**src/hw/rtl/profiled_ramp_value_generator_macros.svh**
```systemverilog
// ----------------------------------------------------------------------------
// Ramp generator assertion macros
// Shared concurrent assertion forms, clocked on clk_i and held off in reset.
// ----------------------------------------------------------------------------
`ifndef PROFILED_RAMP_VALUE_GENERATOR_MACROS_SVH
`define PROFILED_RAMP_VALUE_GENERATOR_MACROS_SVH

// Property that must hold at every clock edge outside reset.
`define PRVG_ASSERT(name, prop, msg) \
  name: assert property (@(posedge clk_i) disable iff (!rst_ni) (prop)) else $error(msg);

// Property whose consequence must hold in the cycle after its antecedent.
`define PRVG_ASSERT_NEXT(name, pre, post, msg) \
  `PRVG_ASSERT(name, (pre) |=> (post), msg)

`endif

```
**src/hw/rtl/prvg_pkg.sv**
```systemverilog
// ----------------------------------------------------------------------------
// Ramp generator package
// Widths, codes and helper functions shared by the ramp generator files.
// ----------------------------------------------------------------------------
package prvg_pkg;

  localparam int unsigned DATA_W    = 32;
  localparam int unsigned CFG_IDX_W = 3;

  // Output phase codes.
  typedef enum logic [1:0] {
    PHASE_BEFORE = 2'd0,
    PHASE_RAMP   = 2'd1,
    PHASE_AFTER  = 2'd2
  } phase_e;

  // Profile mode codes; the unused code behaves as smootherstep.
  typedef enum logic [1:0] {
    MODE_LINEAR   = 2'd0,
    MODE_SMOOTH   = 2'd1,
    MODE_SMOOTHER = 2'd2
  } mode_e;

  // Configuration register indexes.
  typedef enum logic [CFG_IDX_W-1:0] {
    REG_RAMP_START   = 3'd0,
    REG_RAMP_END     = 3'd1,
    REG_PROFILE_MODE = 3'd2,
    REG_TARGET_ZERO  = 3'd3,
    REG_TARGET_ONE   = 3'd4,
    REG_TARGET_TWO   = 3'd5,
    REG_TARGET_THREE = 3'd6
  } cfg_reg_e;

  // Clamp a 35-bit signed value into the signed 32-bit range.
  function automatic logic signed [DATA_W-1:0] sat32(input logic signed [34:0] v);
    logic signed [34:0] hi;
    logic signed [34:0] lo;
    hi = 35'sh0_7FFF_FFFF;
    lo = -35'sh0_8000_0000;
    if (v > hi) begin
      return 32'sh7FFF_FFFF;
    end else if (v < lo) begin
      return 32'sh8000_0000;
    end else begin
      return v[DATA_W-1:0];
    end
  endfunction

endpackage

```
**src/hw/rtl/prvg_div.sv**
```systemverilog
// ----------------------------------------------------------------------------
// Pipelined restoring divider
// One quotient bit per register stage; a sideband word travels alongside.
// ----------------------------------------------------------------------------
`include "profiled_ramp_value_generator_macros.svh"

module prvg_div import prvg_pkg::*; #(
  parameter int unsigned DW = 32,
  parameter int unsigned QW = 31,
  parameter int unsigned SW = 1
) (
  input  logic          clk_i,
  input  logic          rst_ni,
  input  logic          en_i,
  input  logic          valid_i,
  input  logic [DW-1:0] rem_i,
  input  logic [QW-1:0] num_i,
  input  logic [DW-1:0] den_i,
  input  logic [SW-1:0] side_i,
  output logic          valid_o,
  output logic [QW-1:0] quo_o,
  output logic [SW-1:0] side_o
);

  logic          v_q    [QW];
  logic [DW-1:0] rem_q  [QW];
  logic [QW-1:0] num_q  [QW];
  logic [QW-1:0] quo_q  [QW];
  logic [DW-1:0] den_q  [QW];
  logic [SW-1:0] side_q [QW];

  for (genvar k = 0; k < QW; k++) begin : g_stage
    logic          v_in;
    logic [DW-1:0] rem_in;
    logic [QW-1:0] num_in;
    logic [QW-1:0] quo_in;
    logic [DW-1:0] den_in;
    logic [SW-1:0] side_in;
    logic [DW:0]   rem_sh;
    logic          ge;

    if (k == 0) begin : g_first
      assign v_in    = valid_i;
      assign rem_in  = rem_i;
      assign num_in  = num_i;
      assign quo_in  = '0;
      assign den_in  = den_i;
      assign side_in = side_i;
    end else begin : g_next
      assign v_in    = v_q[k-1];
      assign rem_in  = rem_q[k-1];
      assign num_in  = num_q[k-1];
      assign quo_in  = quo_q[k-1];
      assign den_in  = den_q[k-1];
      assign side_in = side_q[k-1];
    end

    // Shift in the next numerator bit and try a subtraction.
    assign rem_sh = {rem_in, num_in[QW-1]};
    assign ge     = (rem_sh >= {1'b0, den_in});

    always_ff @(posedge clk_i or negedge rst_ni) begin
      if (!rst_ni) begin
        v_q[k] <= 1'b0;
      end else if (en_i) begin
        v_q[k] <= v_in;
      end
    end

    always_ff @(posedge clk_i) begin
      if (en_i) begin
        rem_q[k]  <= ge ? DW'(rem_sh - {1'b0, den_in}) : DW'(rem_sh);
        num_q[k]  <= num_in << 1;
        quo_q[k]  <= {quo_in[QW-2:0], ge};
        den_q[k]  <= den_in;
        side_q[k] <= side_in;
      end
    end
  end

  assign valid_o = v_q[QW-1];
  assign quo_o   = quo_q[QW-1];
  assign side_o  = side_q[QW-1];

  // The partial remainder leaving the last stage is below the divisor.
  `PRVG_ASSERT(a_rem_below_den, valid_o |-> (rem_q[QW-1] < den_q[QW-1]),
               "divider remainder not below divisor")
  // A zero divisor never reaches the end of the pipeline.
  `PRVG_ASSERT(a_den_nonzero, valid_o |-> (den_q[QW-1] != '0),
               "divider saw a zero divisor")
  // A stalled pipeline keeps its last stage.
  `PRVG_ASSERT_NEXT(a_stall_holds, !en_i, $stable(valid_o) && $stable(quo_o),
                    "divider output moved during a stall")

endmodule

```
**config.mk**
```make
export PLATFORM = sky130hd
export DESIGN_NAME = prvg_div
export DESIGN_NICKNAME = d
export VERILOG_FILES = /design/src/hw/rtl/prvg_pkg.sv /design/src/hw/rtl/prvg_div.sv
export VERILOG_INCLUDE_DIRS = /design/src /design/src/hw/rtl
export SDC_FILE = /design/constraint.sdc
export NUM_CORES = 2
export LEC_CHECK = 0
export BUFFER_PORTS_ARGS = -buffer_cell sky130_fd_sc_hd__buf_2
export CAP_MARGIN = 20
export CORE_MARGIN = 10
export CORE_UTILIZATION = 28
export CTS_CLUSTER_DIAMETER = 40
export DETAILED_ROUTE_END_ITERATION = 8
export PLACE_DENSITY_LB_ADDON = 0.2
export SLEW_MARGIN = 20
export SYNTH_ARGS = -nofsm -noshare
export SYNTH_HDL_FRONTEND = slang
export SYNTH_SLANG_ARGS = --single-unit
```
**constraint.sdc**
```tcl
create_clock -name clk_i -period 8.85 [get_ports clk_i]
set_input_delay 0 -clock clk_i [delete_from_list [all_inputs] [get_ports clk_i]]
set_output_delay 0 -clock clk_i [all_outputs]
set_load 0.005 [all_outputs]
```
==> flow_summary.ini <==
[clocking]
cts_resized = 0
postCtsSetupRepairBufs = 0
cts_inserted_buffers = 567
root_buffer = clkbuf_16
htree_levels = 6
clk_path_buf_depth = 4
cts_tree = yes
cts.sinks = 2943
clk_pin_slew_ns = 0.05
cts-hold-fix-buffers = 258
clk_latency_ns = 1.05

[worst_setup_path]
start_kind = flip-flop
cp.buffers_inverters = 2
path_max_fanout = 52
cp_top_family = compound AO/OA/AOI/OAI gates
worst_ep_required_time_ns = 9.62
worstSetupPathType = flip-flop to flip-flop
crit_path_end_kind = flip-flop
cp_slowest_stage_delay_ns = 0.63
path_cells = inv_1, ha_1, nor2b_1, o31a_1, o311ai_1, nand2_1, o31ai_2, o21ai_2, a31oi_2, o311ai_1, a311oi_4, buf_4, mux2_4
cp.arrival_ns = 5.53
slowest_stage = a311oi_4
crit_top_cell = o311ai_1

[power_and_ir_drop]
p_leak_nw = 72.24
clkPwrFrac = 0.313
p_int_w = 0.04562
switching_share = 0.3535
powerDensity_nw_per_um2 = 387.5
seq_power_share = 0.316
ir_drop_mv = 0.2085
comb_power_share = 0.371
power_switching_w = 0.02495

[floorplanning]
die_area_um2 = 566800
die_w_um = 752.9
die_h_um = 752.9
core-area_um2 = 535800
start_util = 0.2807
row_count = 269
io_pins = 133

[synth]
syn_inst = 12530
ys_types = 97
synth_top_cell_by_area = edfxtp_1
yosysMostFrequentCell = edfxtp_1
yosysTopAreaCellShare = 0.5815
ys_seq_area_frac = 0.5866
syn_nets = 13650
synth_area_um2 = 150400
avgSynthCellArea_um2 = 12.00
ys_ff_latch = 2943
postSynth.asyncResetShare = 0.01053
synth_ff_type = edfxtp_1
synth-edff-count = 2912
yosys-top-cells-count = edfxtp_1 (2912), inv_1 (1235), nand2_1 (1050)
ys_warn_count = 0
yosys-top-cells-area = edfxtp_1 (58%), ha_1 (8.3%), o21ai_0 (3.1%)

[worst_hold_path]
hold_class = input pin to flip-flop

[route]
drt-vias-per-instance = 4.611
drc = 0
routed_wl_um = 367900
ant_nets = 0
vias = 96530
drt-initial-drc-count = 6918
dr.pass1.iters = 5
wl_per_cell_um = 17.58

[sta]
period_minus_slack_ns = 4.762
worst_slew_pin_slew_ns = 1.152
maxSlewHeadroom = 0.2252
finalSetupTns_ns = 0
rsz0062_at_grt = no
hold_violations = 0
fmaxAchievable_mhz = 210.0
finClkSkew_ns = 0.08576
finalCritPeriodShare = 0.5380
setup_violations = 0
slew_viol_final = 0

[place]
portBuffers = 132
place_inst = 19640
place.gp.congestion = 0.8641
dp_hpwl_um = 267300

[global_route]
overflow = 0
grt_pass1_wl_um = 567000
grt_max_degree = 176
antenna_found_initial = 5
track_usage = 0.1243
grt_pass1_vias = 94640

[cells_and_area]
fin_nets = 14410
synthToLayoutAreaGrowth_pct = 21.10
fillers = 53200
fin_cells = 20940
drive_above_1_share = 0.1076

[outcome]
outcome = complete, no violations

[flow_run]
cap_violations = 0
[per-stage QoR]
step	area, um^2	utilization	power [W]	hold WS, ns	setup slack, ns
finish	182100	0.3399	0.07057	0.08071	4.088
detailed placement	159800	0.2982	0.04861	0.08796	3.936
global route	182100	0.3399	0.07556	0.1121	3.791
global placement	159800	0.2982	0.04872	0.09140	3.900
floorplan	150400	-	0.04125	-0.2956	5.411
CTS	182100	0.3399	0.07153	0.01811	3.912
[registers in the layout, indices dropped and copies added, names as in the netlist]
signal,flops
g_stage.v_in,30
num_q,465
valid_o,1
rem_q,960
quo_q,496
den_q,960
side_q,31
[final cells by class]
class	count	area, um^2	area share
Inverter	1236	4639	0.02548
Sequential cell	2943	88220	0.4844
Clock buffer	641	14740	0.08096
Antenna cell	1	2.502	0.00001374
Timing Repair Buffer	469	4021	0.02208
Multi-Input combinational cell	8069	56520	0.3104
Tap cell	7181	8985	0.04934
Clock inverter	395	4981	0.02735
[power by group through the flow]
stage          Combinational (W)  Clock, W  Sequential, W
6_report                  0.0262    0.0221         0.0223
5_1_grt                   0.0294    0.0235         0.0227
4_1_cts                   0.0263    0.0228         0.0224
3_5_place_dp              0.0260         0         0.0226
3_3_place_gp              0.0260         0         0.0227
2_1_floorplan             0.0199         0         0.0214
[cell families (layout without fill, tap and decap cells)]
family	Yosys count	count (layout)	share of synthesized area
multiplexers	321	321	0.02385
buffers and inverters	1516	2741	0.03889
other	0	1	0
adder cells (fa/ha/maj)	1022	1022	0.08653
AND/OR/NAND/NOR	2593	2593	0.07965
XOR/XNOR	818	818	0.04764
AO/OA/AOI/OAI	3315	3315	0.1368
flip-flops	2943	2943	0.5866
[worst paths after layout]
check / startpoint / endpoint / slack [ns] / depth (start not counted)
setup reg to reg: den_q[0][1]$_DFFE_PP_ / rem_q[0][36]$_DFFE_PP_ / 4.09 / 13
hold / removal: rem_i[31] / rem_q[0][21]$_DFFE_PP_ / 0.08 / 6
hold reg to reg: quo_q[3][20]$_DFFE_PP_ / quo_q[3][52]$_DFFE_PP_ / 0.37 / 0
min in group asynchronous: rst_ni / valid_o$_DFFE_PN0P_ / 0.51 / 5
setup / recovery: den_q[0][1]$_DFFE_PP_ / rem_q[0][36]$_DFFE_PP_ / 4.09 / 13
max in group asynchronous: rst_ni / g_stage[13].v_in$_DFFE_PN0P_ / 8.14 / 5
[cell usage in the layout, fill, tap and decap left out, types with 63 or more instances in the layout]
cell / n
o21bai_1: 125
o21ai_0: 943
o31ai_1: 68
bufinv_16: 79
ha_1: 992
clkinv_2: 65
nor2_1: 556
nand4_1: 157
inv_1: 1235
buf_2: 131
mux2_2: 243
a21o_1: 509
edfxtp_1: 2912
buf_4: 67
and3_1: 78
clkbuf_16: 580
dlygate4sd3_1: 256
nor3_1: 105
a211oi_1: 76
clkinv_1: 63
o21a_1: 114
nand2b_1: 145
a31oi_1: 92
nand3_1: 170
xnor2_1: 461
nor2b_1: 135
xor2_1: 357
a21oi_1: 936
nand2_1: 1050
[metal layers]
layer,wire [um],global-route usage,up-vias
li1,-,-,47770
met1,170200,0.1690,46160
met2,169900,0.2029,1948
met3,16700,0.01963,654
met4,11110,0.03893,0
met5,0,0,-
[worst reg2reg max path, stage by stage (launching register included)]
cell and delay [ns]:
edfxtp_1 0.42, inv_1 0.08, ha_1 0.23, nor2b_1 0.15, o31a_1 0.30, o311ai_1 0.38
nand2_1 0.14, o31ai_2 0.48, o21ai_2 0.17, a31oi_2 0.39, o311ai_1 0.23, a311oi_4 0.63
buf_4 0.54, mux2_4 0.39
Note: power is estimated with default switching activity, not from simulation.
